### config.mk
export PLATFORM = sky130hd
export DESIGN_NAME = traffic_rate_level_meter_top
export DESIGN_NICKNAME = d
export VERILOG_FILES = /design/src/hw/rtl/trlm_pkg.sv /design/src/hw/rtl/trlm_lane.sv /design/src/hw/rtl/traffic_rate_level_meter_top.sv
export SDC_FILE = /design/constraint.sdc
export NUM_CORES = 2
export LEC_CHECK = 0
export BUFFER_PORTS_ARGS = -buffer_cell sky130_fd_sc_hd__buf_4
export CAP_MARGIN = 20
export CELL_PAD_IN_SITES_DETAIL_PLACEMENT = 2
export CELL_PAD_IN_SITES_GLOBAL_PLACEMENT = 2
export CORE_ASPECT_RATIO = 2
export CORE_UTILIZATION = 33
export DETAILED_ROUTE_END_ITERATION = 8
export PLACE_DENSITY = 0.76
export SETUP_SLACK_MARGIN = 0.2
export SKIP_LAST_GASP = 1
export SYNTH_ARGS = -nofsm -noshare
export SYNTH_HDL_FRONTEND = slang
export SYNTH_HIERARCHICAL = 1
export SYNTH_SLANG_ARGS = --single-unit
export TNS_END_PERCENT = 1
### constraint.sdc
create_clock -name aclk -period 9.1 [get_ports aclk]
set_clock_uncertainty 0.1 [all_clocks]
set_input_delay 1.82 -clock aclk [delete_from_list [all_inputs] [get_ports aclk]]
set_output_delay 1.82 -clock aclk [all_outputs]
set_load 0.02 [all_outputs]
### src/hw/rtl/trlm_pkg.sv
`timescale 1ns / 1ps

package trlm_pkg;

    localparam int unsigned WEIGHT_W   = 17;
    localparam logic [WEIGHT_W-1:0] WEIGHT_ONE   = 17'h10000;
    localparam logic [WEIGHT_W-1:0] WEIGHT_RESET = 17'd58982;

    localparam int unsigned COUNT_W = 32;
    localparam int unsigned RATE_W  = 48;
    localparam int unsigned ACC_W   = 64;
    localparam int unsigned DQ_W    = RATE_W + 4;   // peak*9 fits here
    localparam int unsigned D10_STEPS = DQ_W / 2;   // radix-4 digits
    localparam int unsigned OUT_LVL_W = 4;

    typedef enum logic [3:0] {
        OP_IDLE,
        OP_START,
        OP_MULK,
        OP_KEEP,
        OP_MULW,
        OP_SUM,
        OP_PEAK,
        OP_MULL,
        OP_DIVL
    } lane_op_t;

    typedef struct packed {
        lane_op_t op;
        logic     mbit;     // multiplier bit, MSB first
        logic     d10;      // one radix-4 step of the divide by ten
        logic     restart;
        logic     up;
    } lane_ctl_t;

    typedef struct packed {
        logic [1:0] q;
        logic [3:0] r;
    } d10_digit_t;

    // x = rem*4 + two dividend bits, x <= 39
    function automatic d10_digit_t d10_step(input logic [5:0] x);
        d10_digit_t d;
        logic [5:0] rr;
        priority if (x >= 6'd30) begin
            d.q = 2'd3;
            rr  = x - 6'd30;
        end else if (x >= 6'd20) begin
            d.q = 2'd2;
            rr  = x - 6'd20;
        end else if (x >= 6'd10) begin
            d.q = 2'd1;
            rr  = x - 6'd10;
        end else begin
            d.q = 2'd0;
            rr  = x;
        end
        d.r = rr[3:0];
        return d;
    endfunction

endpackage

### src/hw/rtl/trlm_lane.sv
`timescale 1ns / 1ps

module trlm_lane
    import trlm_pkg::*;
#(
    parameter int unsigned LEVELS = 16
) (
    input  logic                 aclk,
    input  logic                 aresetn,
    input  lane_ctl_t            ctl,
    input  logic [COUNT_W-1:0]   count_i,
    output logic [OUT_LVL_W-1:0] level_o,
    output logic                 peak_nz_o
);

    localparam int unsigned LW = (LEVELS > 2) ? $clog2(LEVELS) : 1;
    localparam int unsigned DW = RATE_W + LW;

    logic [COUNT_W-1:0] last_reg, last_next;
    logic [RATE_W-1:0]  rate_reg, rate_next;
    logic [RATE_W-1:0]  peak_reg, peak_next;
    logic [COUNT_W-1:0] delta_reg, delta_next;
    logic [ACC_W-1:0]   acc_reg, acc_next;
    logic [DQ_W-1:0]    dq_reg, dq_next;
    logic [3:0]         rem10_reg, rem10_next;
    logic [DW-1:0]      dsh_reg, dsh_next;
    logic [LW-1:0]      lvl_reg, lvl_next;
    logic               sat_reg, sat_next;

    logic [COUNT_W-1:0] last_eff;
    logic [RATE_W-1:0]  rate_eff, peak_eff, peak_new;
    logic [ACC_W-1:0]   acc_sh;
    logic [ACC_W-1:0]   dsh_ext;
    d10_digit_t         dig;
    logic [LW-1:0]      fin_lvl;

    always_comb begin
        last_eff = ctl.restart ? count_i : last_reg;
        rate_eff = ctl.restart ? '0 : rate_reg;
        peak_eff = ctl.restart ? '0 : peak_reg;
        acc_sh   = {acc_reg[ACC_W-2:0], 1'b0};
        dsh_ext  = ACC_W'(dsh_reg);
        dig      = d10_step({rem10_reg, dq_reg[DQ_W-1 -: 2]});
        peak_new = (rate_reg >= peak_reg) ? rate_reg : dq_reg[RATE_W-1:0];

        last_next  = last_reg;
        rate_next  = rate_reg;
        peak_next  = peak_reg;
        delta_next = delta_reg;
        acc_next   = acc_reg;
        dq_next    = dq_reg;
        rem10_next = rem10_reg;
        dsh_next   = dsh_reg;
        lvl_next   = lvl_reg;
        sat_next   = sat_reg;

        // divide by ten runs in the background from start
        if (ctl.d10) begin
            dq_next    = {dq_reg[DQ_W-3:0], dig.q};
            rem10_next = dig.r;
        end

        unique case (ctl.op)
            OP_START: begin
                if (ctl.up) begin
                    delta_next = count_i - last_eff;
                    last_next  = count_i;
                    rate_next  = rate_eff;
                    peak_next  = peak_eff;
                    acc_next   = '0;
                    dq_next    = (DQ_W'(peak_eff) << 3) + DQ_W'(peak_eff);
                    rem10_next = '0;
                end else begin
                    last_next = last_eff;
                    rate_next = '0;
                    peak_next = '0;
                end
            end
            OP_MULK: acc_next = acc_sh + (ctl.mbit ? ACC_W'(rate_reg) : '0);
            OP_KEEP: begin
                rate_next = acc_reg[ACC_W-1:16];
                acc_next  = '0;
            end
            OP_MULW: acc_next = acc_sh + (ctl.mbit ? ACC_W'(delta_reg) : '0);
            OP_SUM:  rate_next = acc_reg[RATE_W-1:0] + rate_reg;
            OP_PEAK: begin
                peak_next = peak_new;
                sat_next  = rate_reg >= peak_new;
                dsh_next  = DW'(peak_new) << (LW - 1);
                acc_next  = '0;
                lvl_next  = '0;
            end
            OP_MULL: acc_next = acc_sh + (ctl.mbit ? ACC_W'(rate_reg) : '0);
            OP_DIVL: begin
                if (acc_reg >= dsh_ext) begin
                    acc_next = acc_reg - dsh_ext;
                    lvl_next = LW'({lvl_reg, 1'b1});
                end else begin
                    lvl_next = LW'({lvl_reg, 1'b0});
                end
                dsh_next = dsh_reg >> 1;
            end
            default: ;
        endcase
    end

    always_ff @(posedge aclk) begin
        if (!aresetn) begin
            last_reg <= '0;
            rate_reg <= '0;
            peak_reg <= '0;
        end else begin
            last_reg <= last_next;
            rate_reg <= rate_next;
            peak_reg <= peak_next;
        end
    end

    always_ff @(posedge aclk) begin
        delta_reg <= delta_next;
        acc_reg   <= acc_next;
        dq_reg    <= dq_next;
        rem10_reg <= rem10_next;
        dsh_reg   <= dsh_next;
        lvl_reg   <= lvl_next;
        sat_reg   <= sat_next;
    end

    always_comb begin
        priority if (peak_reg == '0) begin
            fin_lvl = '0;
        end else if (sat_reg) begin
            fin_lvl = LW'(LEVELS - 1);
        end else begin
            fin_lvl = lvl_reg;
        end
    end

    assign level_o   = OUT_LVL_W'(fin_lvl);
    assign peak_nz_o = peak_reg != '0;

endmodule

### src/hw/rtl/traffic_rate_level_meter_top.sv
// Traffic rate level meter. Each input transfer carries the running rx/tx
// byte counters, the link-up flag (s_tdata) and a restart command (s_tuser).
// While the link is up each direction's byte delta feeds an exponential
// average with Q1.16 weight average_weight (APB register at address 0), a
// peak follows the average upward and decays by 0.9 per tick, and the level
// reported is floor((LEVELS-1)*rate/peak), saturated at LEVELS-1 and cut to
// 4 bits. Both directions run side by side in two lanes. With the link up,
// an item passes through a bit-serial multiplier that walks 17 weight bits
// in two passes, then a level multiply and divide; a link-down tick goes
// straight to the output. Items are handled one at a time; the result sits
// in an output register, so the next item is accepted while it still waits
// for m_tready.
`timescale 1ns / 1ps

module traffic_rate_level_meter_top
    import trlm_pkg::*;
#(
    parameter int unsigned LEVELS = 16
) (
    input  logic        aclk,
    input  logic        aresetn,
    // input stream
    input  logic        s_tvalid,
    output logic        s_tready,
    input  logic [71:0] s_tdata,   // [31:0] rx_byte_count, [63:32] tx_byte_count,
                                   // [64] link_is_up, [71:65] zero
    input  logic        s_tuser,   // [0] cmd
    // result stream
    output logic        m_tvalid,
    input  logic        m_tready,
    output logic [15:0] m_tdata,   // [3:0] rx_level, [7:4] tx_level, [8] active,
                                   // [9] redraw, [15:10] zero
    // config port
    input  logic        psel,
    input  logic        penable,
    input  logic        pwrite,
    input  logic [2:0]  paddr,
    input  logic [31:0] pwdata,
    output logic [31:0] prdata,
    output logic        pready
);

    localparam int unsigned LW    = (LEVELS > 2) ? $clog2(LEVELS) : 1;
    localparam int unsigned CNT_W = 5;

    typedef enum logic [8:0] {
        S_IDLE = 9'b000000001,
        S_MULK = 9'b000000010,
        S_KEEP = 9'b000000100,
        S_MULW = 9'b000001000,
        S_SUM  = 9'b000010000,
        S_PEAK = 9'b000100000,
        S_MULL = 9'b001000000,
        S_DIVL = 9'b010000000,
        S_OUT  = 9'b100000000
    } state_t;

    state_t              state_reg, state_next;
    logic [CNT_W-1:0]    cnt_reg, cnt_next;
    logic [CNT_W-1:0]    d10_cnt_reg, d10_cnt_next;
    logic [WEIGHT_W-1:0] mul_sr_reg, mul_sr_next;
    logic [WEIGHT_W-1:0] weight_reg;
    logic                up_reg, up_next;
    logic                was_up_reg, was_up_next;
    logic                m_tvalid_reg, m_tvalid_next;
    logic [15:0]         m_tdata_reg, m_tdata_next;

    logic [WEIGHT_W-1:0] w_eff, v_eff;
    logic                s_xfer, cfg_wr, out_free, redraw;
    lane_ctl_t           ctl;
    logic [OUT_LVL_W-1:0] rx_level, tx_level;
    logic                rx_peak_nz, tx_peak_nz;

    // ---------------- config register ----------------
    assign pready = 1'b1;
    assign cfg_wr = psel && penable && pwrite && pready && (paddr[2] == 1'b0);
    assign prdata = (paddr[2] == 1'b0) ? 32'(weight_reg) : '0;

    always_ff @(posedge aclk) begin
        if (!aresetn) begin
            weight_reg <= WEIGHT_RESET;
        end else if (cfg_wr) begin
            weight_reg <= pwdata[WEIGHT_W-1:0];
        end
    end

    // weight above one counts as one
    assign w_eff = (weight_reg > WEIGHT_ONE) ? WEIGHT_ONE : weight_reg;
    assign v_eff = WEIGHT_ONE - w_eff;

    // ---------------- sequencer ----------------
    assign s_tready = state_reg == S_IDLE;
    assign s_xfer   = s_tvalid && s_tready;
    assign out_free = !m_tvalid_reg || m_tready;
    assign redraw   = up_reg ? (!was_up_reg || rx_peak_nz || tx_peak_nz) : was_up_reg;

    always_comb begin
        state_next    = state_reg;
        cnt_next      = cnt_reg;
        d10_cnt_next  = (d10_cnt_reg != '0) ? d10_cnt_reg - 1'b1 : d10_cnt_reg;
        mul_sr_next   = mul_sr_reg;
        up_next       = up_reg;
        was_up_next   = was_up_reg;
        m_tvalid_next = (m_tvalid_reg && m_tready) ? 1'b0 : m_tvalid_reg;
        m_tdata_next  = m_tdata_reg;

        ctl.op      = OP_IDLE;
        ctl.mbit    = mul_sr_reg[WEIGHT_W-1];
        ctl.d10     = d10_cnt_reg != '0;
        ctl.restart = s_tuser;
        ctl.up      = s_tdata[64];

        unique case (state_reg)
            S_IDLE: begin
                if (s_xfer) begin
                    ctl.op  = OP_START;
                    up_next = s_tdata[64];
                    if (s_tdata[64]) begin
                        state_next   = S_MULK;
                        cnt_next     = CNT_W'(WEIGHT_W - 1);
                        mul_sr_next  = v_eff;
                        d10_cnt_next = CNT_W'(D10_STEPS);
                    end else begin
                        state_next = S_OUT;
                    end
                end
            end
            S_MULK: begin
                ctl.op      = OP_MULK;
                mul_sr_next = {mul_sr_reg[WEIGHT_W-2:0], 1'b0};
                cnt_next    = cnt_reg - 1'b1;
                if (cnt_reg == '0) begin
                    state_next = S_KEEP;
                end
            end
            S_KEEP: begin
                ctl.op      = OP_KEEP;
                mul_sr_next = w_eff;
                cnt_next    = CNT_W'(WEIGHT_W - 1);
                state_next  = S_MULW;
            end
            S_MULW: begin
                ctl.op      = OP_MULW;
                mul_sr_next = {mul_sr_reg[WEIGHT_W-2:0], 1'b0};
                cnt_next    = cnt_reg - 1'b1;
                if (cnt_reg == '0) begin
                    state_next = S_SUM;
                end
            end
            S_SUM: begin
                ctl.op     = OP_SUM;
                state_next = S_PEAK;
            end
            S_PEAK: begin
                ctl.op      = OP_PEAK;
                // LEVELS-1 left-aligned for the MSB-first multiply
                mul_sr_next = WEIGHT_W'(LEVELS - 1) << (WEIGHT_W - LW);
                cnt_next    = CNT_W'(LW - 1);
                state_next  = S_MULL;
            end
            S_MULL: begin
                ctl.op      = OP_MULL;
                mul_sr_next = {mul_sr_reg[WEIGHT_W-2:0], 1'b0};
                cnt_next    = cnt_reg - 1'b1;
                if (cnt_reg == '0) begin
                    cnt_next   = CNT_W'(LW - 1);
                    state_next = S_DIVL;
                end
            end
            S_DIVL: begin
                ctl.op   = OP_DIVL;
                cnt_next = cnt_reg - 1'b1;
                if (cnt_reg == '0) begin
                    state_next = S_OUT;
                end
            end
            S_OUT: begin
                if (out_free) begin
                    m_tvalid_next = 1'b1;
                    m_tdata_next  = {6'b0, redraw, up_reg, tx_level, rx_level};
                    was_up_next   = up_reg;
                    state_next    = S_IDLE;
                end
            end
            default: state_next = S_IDLE;
        endcase
    end

    always_ff @(posedge aclk) begin
        if (!aresetn) begin
            state_reg    <= S_IDLE;
            cnt_reg      <= '0;
            d10_cnt_reg  <= '0;
            up_reg       <= 1'b0;
            was_up_reg   <= 1'b0;
            m_tvalid_reg <= 1'b0;
        end else begin
            state_reg    <= state_next;
            cnt_reg      <= cnt_next;
            d10_cnt_reg  <= d10_cnt_next;
            up_reg       <= up_next;
            was_up_reg   <= was_up_next;
            m_tvalid_reg <= m_tvalid_next;
        end
    end

    always_ff @(posedge aclk) begin
        mul_sr_reg  <= mul_sr_next;
        m_tdata_reg <= m_tdata_next;
    end

    assign m_tvalid = m_tvalid_reg;
    assign m_tdata  = m_tdata_reg;

    // ---------------- rx / tx lanes ----------------
    trlm_lane #(.LEVELS(LEVELS)) u_rx_lane (
        .aclk      (aclk),
        .aresetn   (aresetn),
        .ctl       (ctl),
        .count_i   (s_tdata[31:0]),
        .level_o   (rx_level),
        .peak_nz_o (rx_peak_nz)
    );

    trlm_lane #(.LEVELS(LEVELS)) u_tx_lane (
        .aclk      (aclk),
        .aresetn   (aresetn),
        .ctl       (ctl),
        .count_i   (s_tdata[63:32]),
        .level_o   (tx_level),
        .peak_nz_o (tx_peak_nz)
    );

endmodule

==> results by group <==
Yosys
  – Mapped Area: 62,400 um^2
  – Post-Syn Area per Cell: 8.27 um^2
  – #FFs+latches synth: 738
  – Ys async rst share: 0%
  – Number of flops mapped to enable cells by yosys: 331
  – Library cells used by synthesis: 128
  – Ys Warns: 6
  – Register area share after synthesis: 29.0%
  – Synth Flop Type: dfxtp_1
  – Syn Inst Count: 7,543

Pwr
  – PwrDens: 172 nW/um^2
  – Peak VDD IR: 141 uV
  – Leak Pwr: 29.4 nW
  – Register share of total power: 37.6%
  – Psw: 4.39 mW
  – Clock power frac: 31.0%
  – Internal power: 7.39 mW
  – Sw frac: 37.3%
  – Logic pwr share: 31.4%

Global routing
  – Total gr overflow: 0
  – Initial antenna violation count: 4
  – Largest net degree at the start of global routing: 99
  – Vias in the first global route: 66,000
  – First-pass GRT wire length: 387,000 um
  – All-Layer GR Usage: 26.3%

Floorplan
  – Die H: 617 um
  – Die Area: 191,000 um^2
  – I/O pin count: 166
  – Initial Util: 33.2%
  – Row count: 225
  – DIE WIDTH: 310 um
  – Core area: 188,000 um^2

Cells and area
  – Fin cells: 10,000
  – Fillers: 21,200
  – Share of layout cells above drive strength 1: 6.47%
  – NumNets Final: 8,242
  – Synth-to-layout area growth: 10.0%
  – Fin util: 36.6%

Timing
  – RSZ-0062 raised after global routing: false
  – Fmax: 122 MHz
  – Final setup vio count: 0
  – Setup TNS Final: 0 ps
  – Final Hold Fails: 0
  – Final max-slew violation count: 0
  – Period utilization: 89.8%
  – Min Tclk post-route: 8170 ps
  – Max_slew headroom: 26.7%
  – Measured slew at the worst slew-check pin: 1090 ps

Drt
  – Pre-antenna DRT Iters: 7
  – DRC violations left: 0
  – ANT nets after route: 0
  – Vias/cell: 5.78
  – Via count: 58,000
  – WL final: 255,000 um
  – Drt wl/cell: 25.4 um
  – DR iter-0 viols: 2,472

Worst hold path
  – Worst hold path startpoint: u_rx_lane/last_reg[22]
  – WHS Endpoint: u_rx_lane/last_reg[22]
  – Worst Hold Class: flip-flop to flip-flop
  – Hold path cells: 2

Placed design
  – Port bufs: 119
  – Gpl congestion: 0.949
  – HPWL after DPL: 206,000 um
  – # placed instances: 9,877

Setup path
  – CP Capture Type: flip-flop
  – R2R Path Start: state_reg[1]
  – WS Path Type: flip-flop to flip-flop
  – CP delay by family, top: simple AND/OR/NAND/NOR gates
  – Worst R2R Path Depth: 24
  – WP data required: 9410 ps
  – Worst-path cell chain: nor4_4, nand2_1, nor4b_2, nor2_1, nand2_1, nor2b_1, or3_1, nand2_1, a21boi_0, ha_1, inv_1, fa_1, nand2b_1, a21oi_1, o2111ai_1, a21oi_1, o21ai_1, o211ai_1, a221oi_1, o221ai_1, nand2_1, nor3_1, xnor2_1, o22ai_1
  – Critical path arrival: 8480 ps
  – Crit path max fanout: 9
  – CP max stage delay: 680 ps
  – Worst Setup Start Kind: flip-flop
  – CP most frequent cell: nand2_1
  – Slowest cell on crit path: or3_1
  – R2R setup slack: 930 ps
  – RR Endpoint: u_rx_lane/acc_reg[61]
  – CP bufs+invs: 1

Clocking
  – Clock Sinks: 738
  – Post-cts hold buffer count: 0
  – Root buffer cell: clkbuf_16
  – Clk_lat worst skew: 730 ps
  – CTS tree: built
  – # Post-CTS Setup Buffers: 0
  – Post-cts resize count: 0
  – H-tree lvl count: 3
  – Cts bufs inserted: 84
  – CTS max path bufs: 3
  – Clock Pin Slew Worst Setup and Hold Paths: 70 ps

Run
  – Max Cap Viol: 0

Status
  – Status: finished, final reports clean
-- tightest hold or removal path, cell delays in order, from the launching register on --
cell      delay (ps)
dfxtp_1          310
nand2_1           50
a21boi_0          60
-- placed cells by master, fill, tap and decap left out, drive strengths merged, types with 59 or more instances in the layout --
cell type	count
a211oi	62
a21boi	110
a21o	314
a21oi	664
a222oi	83
and3	66
buf	211
clkbuf	125
dfxtp	407
edfxtp	331
ha	651
inv	350
mux2i	252
nand2	795
nand2b	85
nand3	123
nand4	121
nor2	561
nor2b	186
nor3	193
nor4	60
o21ai	481
o21bai	59
o22ai	181
xnor2	283
xor2	189
-- synthesized netlist by cell type, types with 11 or more instances --
cell type,number,area share [%]
nand2_1,793,4.8
a21oi_1,658,5.3
ha_1,651,13
nor2_1,558,3.4
o21ai_0,448,3.6
dfxtp_1,407,13
inv_1,345,2.1
edfxtp_1,331,16
clkbuf_1,324,1.9
a21o_1,311,3.7
xnor2_1,283,4.0
mux2i_1,252,4.0
nor3_1,191,1.5
xor2_1,189,2.7
nor2b_1,186,1.9
o22ai_1,180,1.8
nand3_1,122,0.98
nand4_1,121,1.2
a21boi_0,106,1.3
nand2b_1,85,0.85
a222oi_1,83,1.3
and3_1,63,0.63
a211oi_1,59,0.71
o21bai_1,59,0.71
nor4_1,55,0.55
o21a_1,53,0.64
a31oi_1,48,0.48
o211ai_1,38,0.46
buf_4,29,0.35
o31ai_1,29,0.35
o21ai_1,28,0.22
and2_1,26,0.26
or3_1,23,0.23
or2_2,22,0.22
buf_1,20,0.12
a221oi_1,18,0.25
a211o_1,16,0.22
buf_2,15,0.12
a2111oi_0,14,0.20
a221o_1,13,0.21
a22o_1,13,0.18
nor3b_1,13,0.16
and4_1,12,0.17
o31a_1,12,0.17
o2111ai_1,11,0.15
-- logic make-up after synthesis --
group                    count (synthesis)  synth area share (%)
other                                    2                0.0120
multiplexers                           260                  4.19
buffers and inverters                  743                  4.79
flip-flops                             738                  29.0
AND/OR/NAND/NOR                       2330                  17.7
AO/OA/AOI/OAI                         2337                  24.3
XOR/XNOR                               472                  6.62
adder cells (fa/ha/maj)                661                  13.4
-- metal layers --
metal	vias up	share of wire [%]	track usage (%)	routed length (um)
li1	27400	-	-	-
met1	29100	33	23.2	84000
met2	906	56	53.1	144000
met3	607	1.9	2.12	4950
met4	0	8.7	20.3	22100
met5	-	0	0	0
-- cell type report --
class                      instances  area (um^2)  share of cell area, %
timing repair buffer             212         1660                   2.41
sequential                       738        18100                   26.3
clock buffer                     124         2500                   3.65
clock inverter                    34          357                  0.519
multi-input combinational       6082        41600                   60.6
antenna                           13         32.5                 0.0474
tap                             2497         3120                   4.55
inverter                         348         1320                   1.92
-- power groups by stage --
stage	clock (mW)	combinational, mW	sequential (mW)
after floorplan	0	2.67	4.19
after global placement	0	3.54	4.49
after detailed placement	0	3.70	4.50
after CTS	3.76	3.73	4.43
after global routing	3.85	4.03	4.46
final	3.65	3.70	4.43
-- worst max-delay path by stage --
stage,startpoint,to,slack [ps],cells past startpoint
6_report,state_reg[1],u_rx_lane/acc_reg[61],930,24
5_1_grt,state_reg[1],u_rx_lane/acc_reg[61],530,24
4_1_cts,state_reg[1],u_rx_lane/acc_reg[61],820,24
3_5_place_dp,s_tvalid,u_rx_lane/acc_reg[61],600,22
3_3_place_gp,s_tvalid,u_rx_lane/acc_reg[61],600,22
2_1_floorplan,s_tvalid,u_rx_lane/dsh_reg[0],2090,5
-- metrics by stage --
stage                     hold WS (ps)  power, mW  instance area, um^2  worst slack, ps
after global routing               386       12.3                68700              530
final                              366       11.8                68700              930
after detailed placement           362       8.20                65800              597
after global placement             346       8.02                65700              595
after floorplan                    337       6.86                62500             2090
after CTS                          372       11.9                68600              824
No activity file was read; power rests on OpenSTA's default activity.
